--- config.mk ---
export PLATFORM = sky130hd
export DESIGN_NAME = hbd_fifo
export DESIGN_NICKNAME = d
export VERILOG_FILES = /design/src/handheld_bus_decoder_io_masks_unit_assert.svh /design/src/hbd_fifo.sv
export SDC_FILE = /design/constraint.sdc
export NUM_CORES = 1
export LEC_CHECK = 0
export BUFFER_PORTS_ARGS = -buffer_cell sky130_fd_sc_hd__buf_4
export CORE_AREA = 4 4 41 43
export CTS_BUF_LIST = sky130_fd_sc_hd__clkbuf_2 sky130_fd_sc_hd__clkbuf_4 sky130_fd_sc_hd__clkbuf_8
export DETAILED_ROUTE_END_ITERATION = 10
export DIE_AREA = 0 0 45 47
export PLACE_DENSITY = 0.52
export SYNTH_ARGS = -nofsm -noshare
export SYNTH_HDL_FRONTEND = slang
export SYNTH_SLANG_ARGS = --single-unit
--- constraint.sdc ---
create_clock -name clk -period 1.73 [get_ports clk]
set_clock_uncertainty 0.15 [all_clocks]
set_input_delay 0.173 -clock clk [delete_from_list [all_inputs] [get_ports clk]]
set_output_delay 0.173 -clock clk [all_outputs]
set_load 0.01 [all_outputs]
--- src/handheld_bus_decoder_io_masks_unit_assert.svh ---
// ----------------------------------------------------------------------------
// Assertion macros for the handheld bus decoder
// Shared concurrent-check wrappers, clocked on clk with reset on rst_n.
// ----------------------------------------------------------------------------
`ifndef HANDHELD_BUS_DECODER_IO_MASKS_UNIT_ASSERT_SVH
`define HANDHELD_BUS_DECODER_IO_MASKS_UNIT_ASSERT_SVH

// Same-cycle implication.
`define HBD_ASSERT_NOW(lbl, ante, cons, msg) \
  lbl: assert property (@(posedge clk) disable iff (!rst_n) (ante) |-> (cons)) \
    else $error(msg);

// Next-cycle implication.
`define HBD_ASSERT_NEXT(lbl, ante, cons, msg) \
  lbl: assert property (@(posedge clk) disable iff (!rst_n) (ante) |=> (cons)) \
    else $error(msg);

`endif

--- src/hbd_fifo.sv ---
// ----------------------------------------------------------------------------
// hbd_fifo
// Small register queue used between decode and execute and on the result side.
// ----------------------------------------------------------------------------
module hbd_fifo #(
  parameter type T     = logic,
  parameter int  DEPTH = 2
) (
  input  logic clk,
  input  logic rst_n,
  input  logic push,
  input  T     din,
  output logic full,
  input  logic pop,
  output T     dout,
  output logic empty
);

  localparam int PW = (DEPTH > 1) ? $clog2(DEPTH) : 1;
  localparam int CW = $clog2(DEPTH + 1);

  T              store_r [DEPTH];
  logic [PW-1:0] wr_ptr_r, rd_ptr_r;
  logic [CW-1:0] count_r;
  logic          do_push, do_pop;

  assign full    = (count_r == CW'(DEPTH));
  assign empty   = (count_r == '0);
  assign do_push = push && !full;
  assign do_pop  = pop && !empty;
  assign dout    = store_r[rd_ptr_r];

  always_ff @(posedge clk) begin
    if (do_push) begin
      store_r[wr_ptr_r] <= din;
    end
  end

  always_ff @(posedge clk) begin
    if (!rst_n) begin
      wr_ptr_r <= '0;
      rd_ptr_r <= '0;
      count_r  <= '0;
    end else begin
      if (do_push) begin
        wr_ptr_r <= (wr_ptr_r == PW'(DEPTH - 1)) ? '0 : wr_ptr_r + 1'b1;
      end
      if (do_pop) begin
        rd_ptr_r <= (rd_ptr_r == PW'(DEPTH - 1)) ? '0 : rd_ptr_r + 1'b1;
      end
      unique case ({do_push, do_pop})
        2'b10:   count_r <= count_r + 1'b1;
        2'b01:   count_r <= count_r - 1'b1;
        default: count_r <= count_r;
      endcase
    end
  end

endmodule

; ---- Word-level counts from Yosys, hierarchy flattened
; Memory sizes are Yosys's and may differ from the RTL's. A register that Yosys moved wholly into a read port is not among the register bits.
; Cells that the tools add are included.
[classes]
mux = 7
reduce_logical = 6
add_sub_neg = 4
n_eq_ne = 3
[ops]
columns = operator, n
row1 = $mux 1, 6
row2 = $eq 2x2->1 const B, 2
row3 = $pmux 2 s2, 1
row4 = $add 1x1->1 const B, 2
row5 = $add 2x1->2 const B, 1
row6 = $eq 2x1->1 const B, 1
row7 = $logic_and 1x1->1, 2
row8 = $logic_not 1->1, 2
row9 = $logic_not 2->1, 1
row10 = $reduce_bool 2->1, 1
row11 = $sub 2x1->2 const B, 1
[totals]
ramBits = 2
wordCells = 24
memories = 1
in_bits = 5
regBits = 4
output_inout_bits = 3
[memory_table]
columns = name, depth, word_bits, rd, rd_clocked_by_memory_dff, wr, line_no
row1 = store_r, 2, 1, 1, 1, 1, hbd_fifo.sv:22  ; T store_r [DEPTH];

; ---- Longest topological paths before layout
[depth]
word_depth = 5
ltp_mapped = 6
mapped_depth_nobuf = 6

; ---- Least setup slack after synthesis
; Ideal clock, no wire load.
[synth_path]
kind = reg2reg
from = register count_r[0]
to = register count_r[1]
path_buffers = 0
path_stages_with_launch = 6
arrival_ps = 1345
required_ps = 1510
setup_slack_ps = 165
path_cell_list = dfxtp_1 -> nand2b_2 -> nand2_1 -> ha_1 -> or3_1 -> a21boi_1
[synth_between]
elab_chain_len = 5
word_cells_on_any_way = 12
[synth_lines]
columns = item, line_no
row1 = start: declaration, hbd_fifo.sv:24  ; logic [CW-1:0] count_r;
row2 = start signal: assignment, hbd_fifo.sv:52  ; 2'b10: count_r <= count_r + 1'b1;
row3 = start signal: assignment, hbd_fifo.sv:53  ; 2'b01: count_r <= count_r - 1'b1;
row4 = start signal: assignment, hbd_fifo.sv:54  ; default: count_r <= count_r;
row5 = $eq 2x2->1 or $logic_not 2->1 (tied branches), "hbd_fifo.sv:27, hbd_fifo.sv:28"
row6 = $logic_not 1->1 (on tied branches), "hbd_fifo.sv:29, hbd_fifo.sv:30"
row7 = $logic_and 1x1->1 (on tied branches), "hbd_fifo.sv:29, hbd_fifo.sv:30"
row8 = $eq 2x1->1 or $eq 2x2->1 (tied branches), hbd_fifo.sv:51  ; unique case ({do_push, do_pop})
row9 = $pmux 2 s2 or $reduce_bool 2->1 (tied branches), --
; Several ways; a longest one is shown, not always the timed one.
; A chain may end at the register's enable or synchronous reset.

; ---- Worst setup path in the final report
[layout_path]
from = register count_r[1]
to = register count_r[1]
[layout_between]
elab_chain_len = 5
word_cells_on_any_way = 12
[layout_lines]
columns = item, line_no
row1 = $logic_not 2->1 *, hbd_fifo.sv:28  ; assign empty = (count_r == '0);
row2 = $logic_not 1->1 *, hbd_fifo.sv:30  ; assign do_pop = pop && !empty;
row3 = $logic_and 1x1->1 *, hbd_fifo.sv:30
row4 = via do_pop, hbd_fifo.sv:25  ; logic do_push, do_pop;
row5 = $eq 2x1->1 or $eq 2x2->1 (tied branches), hbd_fifo.sv:51
row6 = $pmux 2 s2 or $reduce_bool 2->1 (tied branches), --
; The timed path passes the listed nets; every way through them passes the cells marked *.

==> implementation parameters <==
Parameter                              Value

Clock network
  Number of H-tree branching levels ... 1
  Post-CTS clock slew at the launch and capture registers of the worst setup and hold paths ... 0.05 ns
  Number of buffers on the longest clock path ... 2
  Clock tree from TritonCTS ... built
  Clock sinks ... 7
  Worst-Skew Late Latency ... 0.24 ns
  Number of CTS-inserted buffers ... 3
  CTS Root Cell ... sky130_fd_sc_hd__clkbuf_4

Synth
  Count of mapped cells out of synthesis ... 29
  Share of the yosys chip area belonging to registers ... 52.0%
  Ranking of synthesized cells by area ... sky130_fd_sc_hd__dfxtp_1 (33%), sky130_fd_sc_hd__edfxtp_1 (20%), sky130_fd_sc_hd__xnor2_1 (8.5%)
  Synthesized area per cell ... 10.6 um^2
  Cell Area, Synth ... 308 um^2
  Number of storage elements in the synthesis netlist ... 7
  Synth Warn # ... 0
  Area share of the leading cell type in the synthesized netlist ... 32.5%
  Library cell with the largest summed area after synthesis ... sky130_fd_sc_hd__dfxtp_1
  Net count after synthesis ... 35
  Count of cell types in the netlist ... 17

Global routing
  Initial antenna violation count ... 0
  All-layer global routing usage ... 6.50%
  Largest net degree at the start of global routing ... 6
  Vias in the first global route ... 240
  Global-route wire length before repair ... 903 um
  Overall overflow remaining after global route ... 0

Worst setup path
  Data arrival time of the worst path ... 1.66 ns
  Maximum single-stage delay on the critical path ... 0.35 ns
  Worst reg2reg path depth ... 4
  CP Class ... register to register
  Critical path buffer and inverter count ... 0
  Cell-by-cell trace of the critical path ... o21a_1 -> ha_1 -> or3_1 -> a21boi_1
  Crit path capture type ... register
  Worst endpoint required time ... 1.75 ns
  Cell count along the critical path ... 4
  Startpoint kind of the worst setup timing path ... register
  Maximum fanout encountered on the critical timing path ... 5
  Cell family with most CP delay ... compound AO/OA/AOI/OAI gates
  Cell with the biggest individual delay on the critical path ... sky130_fd_sc_hd__or3_1

Placed design
  Final GP Congestion ... 0.648
  Detailed Place HPWL ... 448 um
  Setup slack at placement ... 0.0647 ns
  Placement-stage cell area ... 379 um^2
  Port Buffers ... 7

Drt
  Post-route antenna net violation count ... 0
  DRC ... 0
  Average vias per placed instance ... 4.11
  Iter 0 DRT Violations ... 1
  Total routed wirelength ... 539 um
  Mean routed wirelength per cell ... 9.63 um
  Via count ... 230
  Pre-antenna DRT Iters ... 2

Layout
  Finished layout cell area ... 420 um^2
  Antenna cells ... 0
  Final layout net count ... 48
  FF+latch area ... 161 um^2
  Commonest non-fill, non-tap cell in the layout ... sky130_fd_sc_hd__buf_4
  Most used cells in the layout excluding fill and tap cells ... sky130_fd_sc_hd__buf_4 (7), sky130_fd_sc_hd__dfxtp_1 (4), sky130_fd_sc_hd__clkbuf_4 (4)
  Area delta synth->final ... 36.6%
  Fillcell total ... 145
  Multi-input gate area in the final layout ... 136 um^2
  Fraction of layout cells with a size suffix above 1 ... 36.6%
  Fin util ... 32.3%

Timing
  Maximum frequency from static timing analysis ... 612 MHz
  Worst-margin pin slew ... 0.182 ns
  Hold Vio Cnt, Final ... 0
  Worst max-slew margin expressed relative to the limit ... 87.8%
  Finish-stage setup viols ... 0
  Time the worst path needs with I/O delays and setup ... 1.63 ns
  Final slew viol count ... 0
  Aggregate negative setup slack ... 0 ns
  Post-route setup slack ... 0.0955 ns
  RSZ-0062 raised after global routing ... false
  Share of the clock period used by the worst path after layout ... 94.5%

Die
  Die H ... 47 um
  Die area ... 0.00212 mm^2
  Standard-cell row count ... 13
  Horizontal die dimension ... 45 um
  Initial core utilization ... 23.7%
  Floorplan core area ... 0.00130 mm^2
  Number of top-level pins ... 8

Power and ir drop
  Worst IR Drop VDD ... 0.636 mV
  Leak Pwr ... 0.185 nW
  Power per cell area ... 1670 mW/mm^2
  Tot Pwr ... 0.000702 W

Hold path
  Class of the tightest hold or removal check ... primary input to register
  Worst hold path stage count ... 2

Run status
  Run status ... completed

Flow run
  Count of max-cap constraint violations ... 0
metrics by stage:
stage	hold slack, ns	cells
2_1_floorplan	0.122	29
3_3_place_gp	0.212	51
3_5_place_dp	0.218	51
4_1_cts	0.0134	56
5_1_grt	0.0237	56
6_report	0.0195	56
power by group:
part	switching, W	total (W)	internal (W)
logic	0.000120	0.000277	0.000157
registers	0.0000409	0.000267	0.000226
clock network	0.0000545	0.000158	0.000103
worst paths after layout:
kind / start / end / slack, ns
worst max-delay path: count_r[1]$_SDFFE_PN0P_ / count_r[1]$_SDFFE_PN0P_ / 0.1
worst min-delay path: rst_n / count_r[0]$_SDFFE_PN0P_ / 0.02
worst max register to register: count_r[1]$_SDFFE_PN0P_ / count_r[1]$_SDFFE_PN0P_ / 0.1
worst min register to register: wr_ptr_r$_SDFFE_PN0N_ / wr_ptr_r$_SDFFE_PN0N_ / 0.35
timing repair:
| action | CTS | global route |
|---|---|---|
| buffers inserted | 0 | 0 |
| resized for setup | 0 | 1 |
| endpoints found under the hold margin | 2 | 0 |
| setup endpoints to repair | 0 | 1 |
| hold buffers | 1 | 0 |
kinds of logic (layout without fill, tap and decap cells):
kind of cell    after synthesis  count (layout)  synth area share [%]
compound gates                5               5                  10.6
xor+xnor                      3               3                  8.54
fa+ha+maj                     1               1                  4.06
buf+inv                       3              15                  3.66
flops                         7               7                  52.0
mux                           1               1                  3.66
simple gates                  9               9                  17.5
routing by layer:
layer / part of all wire, % / global-route usage, % / wire, um / up-vias
met5: 0 / 0 / 0 / -
met3: 10 / 5.75 / 54 / 2
met4: 0.93 / 3.51 / 5 / 0
li1: - / - / - / 120
met2: 50 / 10.7 / 267 / 9
met1: 39 / 5.29 / 212 / 99
synthesized netlist by cell type:
cell and n:
sky130_fd_sc_hd__inv_1 2, sky130_fd_sc_hd__nand2b_2 1, sky130_fd_sc_hd__and2_1 1, sky130_fd_sc_hd__mux2_2 1
sky130_fd_sc_hd__o21a_1 1, sky130_fd_sc_hd__and3_1 1, sky130_fd_sc_hd__xnor2_1 3, sky130_fd_sc_hd__nor2b_1 2
sky130_fd_sc_hd__a21boi_1 2, sky130_fd_sc_hd__o21ai_0 2, sky130_fd_sc_hd__nand2_1 1, sky130_fd_sc_hd__ha_1 1
sky130_fd_sc_hd__nor2_1 1, sky130_fd_sc_hd__or3_1 2, sky130_fd_sc_hd__edfxtp_1 2, sky130_fd_sc_hd__dfxtp_1 5
sky130_fd_sc_hd__inv_2 1
final cells by class:
type	count	area share (%)
Timing Repair Buffer	8	14.9
Inverter	3	2.68
Sequential cell	7	38.4
Clock buffer	4	7.14
Tap cell	15	4.46
Multi-Input combinational cell	19	32.4
worst reg2reg max path: stages, from the launching register on:
cell and delay (ns):
sky130_fd_sc_hd__dfxtp_1 0.34, sky130_fd_sc_hd__o21a_1 0.23, sky130_fd_sc_hd__ha_1 0.34, sky130_fd_sc_hd__or3_1 0.35, sky130_fd_sc_hd__a21boi_1 0.16
Note: power is estimated with default switching activity, not from simulation.
