$ cat src/handheld_bus_decoder_io_masks_unit_assert.svh
// ----------------------------------------------------------------------------
// Assertion macros for the handheld bus decoder
// Shared concurrent-check wrappers, clocked on clk with reset on rst_n.
// ----------------------------------------------------------------------------
`ifndef HANDHELD_BUS_DECODER_IO_MASKS_UNIT_ASSERT_SVH
`define HANDHELD_BUS_DECODER_IO_MASKS_UNIT_ASSERT_SVH

// Same-cycle implication.
`define HBD_ASSERT_NOW(lbl, ante, cons, msg) \
  lbl: assert property (@(posedge clk) disable iff (!rst_n) (ante) |-> (cons)) \
    else $error(msg);

// Next-cycle implication.
`define HBD_ASSERT_NEXT(lbl, ante, cons, msg) \
  lbl: assert property (@(posedge clk) disable iff (!rst_n) (ante) |=> (cons)) \
    else $error(msg);

`endif

$ cat src/hbd_pkg.sv
// ----------------------------------------------------------------------------
// hbd_pkg
// Types, codes and map constants shared by the bus decoder modules.
// ----------------------------------------------------------------------------
package hbd_pkg;

  localparam int BOOT_STORE_DEPTH_DEF = 2048;
  localparam int BOOT_IDX_W           = 11;   // covers the default boot store depth
  localparam int CMDQ_DEPTH           = 2;
  localparam int RESQ_DEPTH           = 2;

  localparam logic [15:0] ECHO_FOLD     = 16'h2000;
  localparam logic [15:0] IO_BASE       = 16'hFF00;
  localparam logic [15:0] ROM_FIXED_END = 16'h3FFF;
  localparam logic [15:0] ROM_END       = 16'h7FFF;
  localparam logic [15:0] CRAM_BASE     = 16'hA000;
  localparam logic [15:0] CRAM_END      = 16'hBFFF;
  localparam logic [15:0] ECHO_BASE     = 16'hE000;
  localparam logic [15:0] ECHO_END      = 16'hFDFF;
  localparam logic [15:0] RSVD_BASE     = 16'hFEA0;
  localparam logic [15:0] RSVD_END      = 16'hFEFF;
  localparam logic [15:0] BOOT_LO_END   = 16'h00FF;
  localparam logic [15:0] BOOT_HI_BASE  = 16'h0200;
  localparam logic [15:0] BOOT_HI_END   = 16'h08FF;
  localparam logic [15:0] BOOT_HI_SHIFT = 16'h0100;
  localparam logic [15:0] BOOT_DIS_ADDR = 16'hFF50;  // boot-disable register
  localparam logic [8:0]  IO_PAGE       = 9'h1FE;  // address[15:7] of FF00-FF7F

  localparam logic [6:0] IO_DIV  = 7'h04;
  localparam logic [6:0] IO_TIMA = 7'h05;

  typedef enum logic [1:0] {
    CMD_READ      = 2'd0,
    CMD_WRITE     = 2'd1,
    CMD_CART_LOAD = 2'd2,
    CMD_BOOT_LOAD = 2'd3
  } cmd_t;

  localparam logic [2:0] CART_NONE    = 3'd0;
  localparam logic [2:0] CART_REG_WR  = 3'd1;
  localparam logic [2:0] CART_BANK_RD = 3'd2;
  localparam logic [2:0] CART_RAM_WR  = 3'd3;
  localparam logic [2:0] CART_RAM_RD  = 3'd4;

  localparam logic [1:0] TMR_NONE = 2'd0;
  localparam logic [1:0] TMR_DIV  = 2'd1;
  localparam logic [1:0] TMR_TIMA = 2'd2;

  localparam logic CFG_BOOT_SPLIT   = 1'b0;
  localparam logic CFG_CART_PRESENT = 1'b1;

  typedef enum logic [2:0] {
    OP_FIXED     = 3'd0,  // result known at decode, no storage touched
    OP_READ      = 3'd1,
    OP_ROM_READ  = 3'd2,  // fixed ROM read, boot overlay possible
    OP_WRITE     = 3'd3,
    OP_IO_WRITE  = 3'd4,  // read-modify-write with keep mask
    OP_BOOT_LOAD = 3'd5
  } op_kind_t;

  typedef struct packed {
    op_kind_t              kind;
    logic [15:0]           maddr;
    logic [7:0]            wdata;
    logic [7:0]            keep;
    logic [BOOT_IDX_W-1:0] boot_idx;
    logic                  boot_hit;
    logic                  boot_in;
    logic                  refused;
    logic [2:0]            cart_op;
    logic [1:0]            timer_event;
  } op_t;

  typedef struct packed {
    logic [7:0] read_data;
    logic       refused;
    logic [2:0] cart_op;
    logic [1:0] timer_event;
  } res_t;

  // Reset contents of an I/O register.
  function automatic logic [7:0] io_preset(input logic [6:0] reg_idx);
    logic [7:0] v;
    unique case (reg_idx)
      7'h00: v = 8'hCF;  7'h01: v = 8'h00;  7'h02: v = 8'h7E;  7'h04: v = 8'hAB;
      7'h05: v = 8'h00;  7'h06: v = 8'h00;  7'h07: v = 8'hF8;  7'h0F: v = 8'hE1;
      7'h10: v = 8'h80;  7'h11: v = 8'hBF;  7'h12: v = 8'hF3;  7'h13: v = 8'hFF;
      7'h14: v = 8'hBF;  7'h16: v = 8'h3F;  7'h17: v = 8'h00;  7'h18: v = 8'hFF;
      7'h19: v = 8'hBF;  7'h1A: v = 8'h7F;  7'h1B: v = 8'hFF;  7'h1C: v = 8'h9F;
      7'h1D: v = 8'hFF;  7'h1E: v = 8'hBF;  7'h20: v = 8'hFF;  7'h21: v = 8'h00;
      7'h22: v = 8'h00;  7'h23: v = 8'hBF;  7'h24: v = 8'h77;  7'h25: v = 8'hF3;
      7'h26: v = 8'hF1;  7'h40: v = 8'h91;  7'h41: v = 8'h85;  7'h42: v = 8'h00;
      7'h43: v = 8'h00;  7'h44: v = 8'h00;  7'h45: v = 8'h00;  7'h46: v = 8'hFF;
      7'h47: v = 8'hFC;  7'h4A: v = 8'h00;  7'h4B: v = 8'h00;
      default: v = 8'hFF;
    endcase
    return v;
  endfunction

  // Bits a write leaves untouched in an I/O register.
  function automatic logic [7:0] io_keep(input logic [6:0] reg_idx);
    logic [7:0] k;
    unique case (reg_idx)
      7'h00: k = 8'hCF;
      7'h02: k = 8'h7E;
      7'h07: k = 8'hF8;
      7'h0F: k = 8'hE0;
      7'h10: k = 8'h80;
      7'h14, 7'h19, 7'h1E: k = 8'h38;
      7'h1A: k = 8'h7F;
      7'h1C: k = 8'h9F;
      7'h20: k = 8'hC0;
      7'h23: k = 8'h3F;
      7'h26: k = 8'h7F;
      7'h41: k = 8'h80;
      7'h01, 7'h05, 7'h06, 7'h11, 7'h12, 7'h13, 7'h16, 7'h17, 7'h18, 7'h1B,
      7'h1D, 7'h21, 7'h22, 7'h24, 7'h25, 7'h40, 7'h42, 7'h43, 7'h45, 7'h46,
      7'h47, 7'h48, 7'h49, 7'h4A, 7'h4B: k = 8'h00;
      default: k = 8'hFF;  // LY, boot-disable, unmapped
    endcase
    return k;
  endfunction

  // Value written by the post-reset clearing pass.
  function automatic logic [7:0] clear_value(input logic [15:0] addr);
    logic [7:0] v;
    v = (addr[15:7] == IO_PAGE) ? io_preset(addr[6:0]) : 8'h00;
    return v;
  endfunction

endpackage

$ cat src/hbd_front.sv
// ----------------------------------------------------------------------------
// hbd_front
// Config registers and address decode of one bus request into an op.
// ----------------------------------------------------------------------------
module hbd_front import hbd_pkg::*; #(
  parameter int BOOT_STORE_DEPTH = BOOT_STORE_DEPTH_DEF
) (
  input  logic        clk,
  input  logic        rst_n,
  input  logic        cfg_valid,
  output logic        cfg_ready,
  input  logic        cfg_index,
  input  logic        cfg_data,
  input  logic [1:0]  in_cmd,
  input  logic [15:0] in_address,
  input  logic [7:0]  in_write_data,
  output op_t         op_o
);

  localparam logic [15:0]           DEPTH_A = 16'(BOOT_STORE_DEPTH);
  localparam logic [BOOT_IDX_W:0]   DEPTH_I = (BOOT_IDX_W + 1)'(BOOT_STORE_DEPTH);

  logic boot_split_r, cart_present_r;

  assign cfg_ready = 1'b1;

  always_ff @(posedge clk) begin
    if (!rst_n) begin
      boot_split_r   <= 1'b0;
      cart_present_r <= 1'b0;
    end else if (cfg_valid) begin
      if (cfg_index == CFG_BOOT_SPLIT) begin
        boot_split_r <= cfg_data;
      end
      if (cfg_index == CFG_CART_PRESENT) begin
        cart_present_r <= cfg_data;
      end
    end
  end

  always_comb begin
    logic [15:0]           a;
    logic [15:0]           hi_off;
    logic [BOOT_IDX_W-1:0] ridx;
    logic                  rhit;
    logic [6:0]            reg_idx;
    a       = in_address;
    hi_off  = a - BOOT_HI_SHIFT;
    reg_idx = a[6:0];
    rhit    = 1'b0;
    ridx    = a[BOOT_IDX_W-1:0];
    if (a <= BOOT_LO_END) begin
      rhit = 1'b1;
    end else if (boot_split_r && a >= BOOT_HI_BASE && a <= BOOT_HI_END) begin
      rhit = 1'b1;
      ridx = hi_off[BOOT_IDX_W-1:0];
    end

    op_o             = '0;
    op_o.kind        = OP_FIXED;
    op_o.maddr       = a;
    op_o.wdata       = in_write_data;
    op_o.keep        = 8'h00;
    op_o.boot_idx    = ridx;
    op_o.boot_hit    = rhit;
    op_o.boot_in     = ({1'b0, ridx} < DEPTH_I);
    op_o.refused     = 1'b0;
    op_o.cart_op     = CART_NONE;
    op_o.timer_event = TMR_NONE;

    unique case (cmd_t'(in_cmd))
      CMD_BOOT_LOAD: begin
        op_o.boot_idx = a[BOOT_IDX_W-1:0];
        if (a < DEPTH_A) begin
          op_o.kind = OP_BOOT_LOAD;
        end
      end
      CMD_READ: begin
        priority if (a <= ROM_FIXED_END) begin
          op_o.kind = OP_ROM_READ;
        end else if (a <= ROM_END) begin
          op_o.cart_op = CART_BANK_RD;
        end else if (a >= CRAM_BASE && a <= CRAM_END) begin
          op_o.cart_op = CART_RAM_RD;
        end else if (a >= ECHO_BASE && a <= ECHO_END) begin
          op_o.kind  = OP_READ;
          op_o.maddr = a - ECHO_FOLD;
        end else if (a >= RSVD_BASE && a <= RSVD_END) begin
          op_o.refused = 1'b1;
        end else begin
          op_o.kind = OP_READ;
        end
      end
      CMD_WRITE, CMD_CART_LOAD: begin
        priority if (a <= ROM_END) begin
          if (cmd_t'(in_cmd) == CMD_CART_LOAD) begin
            op_o.kind = OP_WRITE;
          end else if (cart_present_r) begin
            op_o.cart_op = CART_REG_WR;
          end else begin
            op_o.refused = 1'b1;
          end
        end else if (a >= CRAM_BASE && a <= CRAM_END) begin
          op_o.cart_op = CART_RAM_WR;
        end else if (a >= ECHO_BASE && a <= ECHO_END) begin
          op_o.kind  = OP_WRITE;
          op_o.maddr = a - ECHO_FOLD;
        end else if (a >= RSVD_BASE && a <= RSVD_END) begin
          op_o.refused = 1'b1;
        end else if (a[15:7] == IO_PAGE) begin
          op_o.kind = OP_IO_WRITE;
          if (reg_idx == IO_DIV) begin
            // divider write clears the register
            op_o.wdata       = 8'h00;
            op_o.timer_event = TMR_DIV;
          end else begin
            op_o.keep = io_keep(reg_idx);
            if (reg_idx == IO_TIMA) begin
              op_o.timer_event = TMR_TIMA;
            end
          end
        end else begin
          op_o.kind = OP_WRITE;
        end
      end
      default: op_o.kind = OP_FIXED;
    endcase
  end

endmodule

$ cat config.mk
export PLATFORM = sky130hd
export DESIGN_NAME = hbd_front
export DESIGN_NICKNAME = d
export VERILOG_FILES = /design/src/handheld_bus_decoder_io_masks_unit_assert.svh /design/src/hbd_pkg.sv /design/src/hbd_front.sv
export SDC_FILE = /design/constraint.sdc
export NUM_CORES = 1
export LEC_CHECK = 0
export BUFFER_PORTS_ARGS = -buffer_cell sky130_fd_sc_hd__buf_2
export CAP_MARGIN = 5
export CORE_AREA = 2 2 69 71
export CTS_BUF_LIST = sky130_fd_sc_hd__clkbuf_16
export CTS_CLUSTER_DIAMETER = 40
export DETAILED_ROUTE_END_ITERATION = 6
export DIE_AREA = 0 0 71 73
export HOLD_SLACK_MARGIN = 0.15
export PLACE_DENSITY = 0.71
export REMOVE_ABC_BUFFERS = 1
export SYNTH_ARGS = -nofsm -noshare
export SYNTH_HDL_FRONTEND = slang
export SYNTH_SLANG_ARGS = --single-unit
$ cat constraint.sdc
create_clock -name clk -period 1.8 [get_ports clk]
set_clock_uncertainty 0.2 [all_clocks]
set_input_delay 0.09 -clock clk [delete_from_list [all_inputs] [get_ports clk]]
set_output_delay 0.09 -clock clk [all_outputs]
set_load 0.1 [all_outputs]
; After elaboration in Yosys (flattened, before gate mapping)
; Memory sizes are Yosys's and may differ from the RTL's.
; Index checks and enable logic that the tools add are counted.
[classes]
magnitude_cmp = 12
eq_ne = 6
shift = 0
bitwise_logic = 1
add_sub_neg = 2
n_mul = 0
div = 0
muxes = 49
reduce_logical = 9
[ops]
columns = op, n
row1 = 16-bit two-way mux, 6
row2 = 16-bit >= comparator (second input constant), 3
row3 = 16-bit <= comparator (second input constant), 3
row4 = 19-bit two-way mux, 2
row5 = 35-bit two-way mux, 1
row6 = 11-bit two-way mux, 3
row7 = 32-bit two-way mux, 1
row8 = 16-bit case mux with 2 select lines, 1
row9 = 3-bit two-way mux, 9
row10 = 2-bit two-way mux, 10
row11 = 16-bit by 10-bit >= comparator with 1-bit output (second input constant), 1
row12 = 16-bit by 12-bit <= comparator with 1-bit output (second input constant), 1
row13 = 16-bit by 14-bit <= comparator with 1-bit output (second input constant), 1
row14 = 16-bit by 15-bit <= comparator with 1-bit output (second input constant), 1
row15 = 16-bit by 8-bit <= comparator with 1-bit output (second input constant), 1
row16 = 16-bit by 12-bit less-than comparator with 1-bit output (second input constant), 1
row17 = 8-bit two-way mux, 2
row18 = 16-bit by 14-bit subtractor with 16-bit output (second input constant), 1
row19 = 7-bit by 3-bit equality test with 1-bit output (second input constant), 2
row20 = 4-bit two-way mux, 3
row21 = 11-bit by 9-bit subtractor with 11-bit output (second input constant), 1
row22 = 9-bit equality test (second input constant), 1
row23 = 1-bit two-way mux, 9
row24 = 3-bit case mux with 3 select lines, 1
row25 = 8 further kinds, 14
[totals]
register_bits = 2
memories = 1
latch_bits = 0
ram_bits = 0
romBits = 1024
out_inout_bits = 55
[memory_table]
columns = memory, words, word_bits, rd, rd_clocked_by_memory_dff, write_ports, line_no
row1 = (name not given), 128, 8, 1, 0, 0, hbd_pkg.sv:103  ; unique case (reg_idx)

; Logic depth before layout (Yosys ltp)
[logic_depth]
ltp_word = 9
depth_mapped = 9
ltp_nobuf = 7

; Worst setup path before layout
; No wires, ideal clock.
[synth_path]
path_kind = input to output
start = in in_address[4]
end = out op_o[52] in the netlist's numbering
slack_ns = -2.950
t_required_ns = 1.510
path_stages = 6
path_buffers = 1
arrival_time_ns = 4.460
path_cell_list = clkbuf_1 or4_1 nor4_4 nor2_1 o21a_1 o41ai_1
[synth_rtl]
columns = element, line_no
row1 = "start, declared", hbd_front.sv:15  ; input logic [15:0] in_address,
row2 = "end, declared", hbd_front.sv:17  ; output op_t op_o

==> flow_summary_export.csv <==
group,metric,value,unit
power,p_sw,810,uW
detailed_routing,antenna_left,0,
clocking,cts.sinks,2,
synth,synthArstFlopShare,0,
die,die_h,73,um
synth,synth-adder-area-share,0.132,
worst_setup_path,worst_path_max_delay_cell,"or4_4",
synth,yosysUniqueCellTypes,60,
die,die_area,0.00518,mm^2
clocking,cts_inserted_buffers,3,
clocking,clockBufferDepth,2,
synth,ys_top_cells_by_count,"buf_4, inv_1, ha_1",
synth,synth.most_common_cell,"buf_4",
layout,areaGrowthSynthToFinish,107,%
synth,synth-seq-area-share,0.0234,
synth,synth_top_family_by_area,"compound AO/OA/AOI/OAI gates",
global_route,grt_pass1_wl,11100,um
synth,yosysWarningCount,0,
die,die_w,71,um
die,start_util,0.377,
worst_setup_path,startpoint,"in_address[0]",
clocking,cts-root-buf,"clkbuf_16",
min_path,hp-start,"in_write_data[7]",
sta,finalCriticalPeriod,2.40,ns
job,cap_violations,0,
min_path,worstHoldPathType,"primary input to output port",
synth,synth.largest_area_cell,"ha_1",
layout,final_cell_area,0.00353,mm^2
clocking,cts_tree,"done",
worst_setup_path,worstPathCellList,"buf_2, or4_4, nor4_4, buf_4, nor2_2, o21a_1, o41ai_2, buf_4, buf_12",
worst_setup_path,cp_top_family,"simple AND/OR/NAND/NOR gates",
worst_setup_path,crit_top_cell,"buf_4",
layout,nets,436,
synth,syn_area_per_cell,6.86,um^2
synth,synth-simple-area-share,0.303,
synth,syn_inst,249,
global_route,grt_usage,0.259,
worst_setup_path,cp_slowest_stage_delay,0.53,ns
synth,synth_xor_area_frac,0.00512,
layout,drive_above_1_share,0.587,
worst_setup_path,critPathKind,"primary input to output port",
detailed_routing,firstDrtPassIters,5,
synth,synthMuxAreaShare,0.0439,
detailed_routing,drt-initial-drc-count,192,
die,coreArea,0.00454,mm^2
worst_setup_path,end_kind,"output port",
synth,yosys-top-cells-area,"ha_1, buf_4, a21oi_1",
global_route,grt-ovfl-total,0,
sta,whs,0.354,ns
placement,port-buffer-count,83,
layout,diodes,0,
detailed_routing,routedWlPerCell,19.1,um
clocking,insertion_delay,0.23,ns
sta,setup_viol,33,
sta,hold_viol_final,0,
global_route,grt_max_degree,26,
sta,grt_setup_unrepaired,"yes",
power,peakVddDrop,0.000370,V
die,io_pins,86,
power,power_leakage,1.65,nW
worst_setup_path,cp-start-kind,"primary input",
power,clkPwrFrac,0.227,
power,power.internal,725,uW
synth,synth-edff-count,0,
synth,synth_compound_area_frac,0.304,
worst_setup_path,cp_num_buf_inv,4,
sta,final_max_slew_viol_count,0,
detailed_routing,routed_wl,8370,um
placement,dpl-instance-area,0.00291,mm^2
sta,worst_slack,-0.605,ns
worst_setup_path,worstPathRequired,1.51,ns
placement,hpwl,4880,um
global_route,antenna_found_initial,0,
detailed_routing,vias,2665,
clocking,htreeDepth,1,
status,run_status,"complete, but fails checks",
synth,synth_ff_type,"dfxtp_1",
power,cellPowerDensity,434,mW/mm^2
placement,place.gp.congestion,0.873,
power,seq_power_share,0.032,
status,violations,"negative setup slack",
synth,synth_top_cell_area_share,0.132,
worst_setup_path,worstReg2RegStart,"boot_split_r",
synth,yosys_register_bits,2,
detailed_routing,drc,0,
sta,fmax,416,MHz
die,rows,25,
synth,netlist_area,0.00171,mm^2
power,power_frac_comb,0.740,
worst_setup_path,critPathArrivalTime,2.11,ns
detailed_routing,avgViaCountPerCell,6.07,
worst_setup_path,crit_path_max_fanout,4,
sta,period_share,1.34,
power,swShare,0.528,
global_route,grt_pass1_vias,2322,
worst_setup_path,r2r_slack,0.37,ns
worst register-to-register path, delay by kind of cell, from the launching register on:
kind	cells	cell delay (ns)
buffers and inverters	1	0.54
AND/OR/NAND/NOR	1	0.11
multiplexers	1	0.11
flip-flops	1	0.40
power by group through the flow:
stage               Sequential [mW]  Clock [mW]  Combinational [mW]
global route                 0.0495       0.352                1.17
floorplan                    0.0487           0               0.421
finish                       0.0495       0.349                1.14
global placement             0.0494           0               0.981
detailed placement           0.0494           0               0.997
CTS                          0.0491       0.341                1.06
flip-flops by register name, indices dropped and copies added, names as in the netlist:
signal,flops
boot_split_r,1
cart_present_r,1
metal layers:
layer / part of all wire / wire, um / GRT usage
met5: 0 / 0 / 0
met4: 0.038 / 322 / 0.0629
met3: 0.084 / 706 / 0.0401
met2: 0.50 / 4190 / 0.472
met1: 0.38 / 3140 / 0.320
cell usage in the layout (no fill, tap or decap), types with 8 or more instances in the layout:
cell type / netlist / layout
a21oi_1: 15 / 11
buf_6: 1 / 13
nor2b_4: 0 / 8
buf_2: 0 / 49
o21ai_0: 14 / 10
nor2_1: 16 / 12
nand3_1: 12 / 10
inv_1: 19 / 16
nand2_1: 13 / 12
ha_1: 18 / 15
buf_4: 24 / 71
buf_12: 0 / 30
kinds of logic after synthesis:
logic type / count (synthesis)
adders and majority gates: 18
xor gates and xnor gates: 1
and+or+nand+nor: 87
DFF: 2
buffers and inverters: 59
AOI/OAI and AO/OA: 74
other: 1
muxes: 7
stage by stage:
stage                     setup TNS [ns]  instances   util  power [mW]  setup slack, ns
after CTS                         -13.41        435  0.730        1.45           -0.507
after detailed placement          -16.78        421  0.641        1.05           -0.691
final                             -15.32        439  0.779        1.53           -0.605
after floorplan                   -43.94        211      -       0.469            -2.90
after global routing              -17.30        439  0.779        1.58           -0.654
after global placement            -15.82        421  0.641        1.03           -0.614
layout make-up:
cell class                 count  area, um^2
multi-input combinational    190        1670
timing repair buffer         170        1600
fill                         264        1000
inverter                      20        80.1
clock buffer                   3        75.1
tap                           54        67.6
sequential                     2        40.0
worst paths after layout:
| kind | cells after the start | endpoint |
|---|---|---|
| hold reg to reg | 2 | cart_present_r |
| setup / recovery | 9 | op_o[52] |
| hold / removal | 3 | op_o[34] |
| setup reg to reg | 3 | boot_split_r |
repair_timing:
action                                  in CTS  in global routing
endpoints found under the setup margin      32                 33
pin swaps                                   23                 12
gates resized for setup                     54                 45
endpoints found under the hold margin        2                  0
cloned                                       1                  0
buffers inserted                             4                  6
hold buffers                                 6                  0
(Power assumes the default switching activity.)
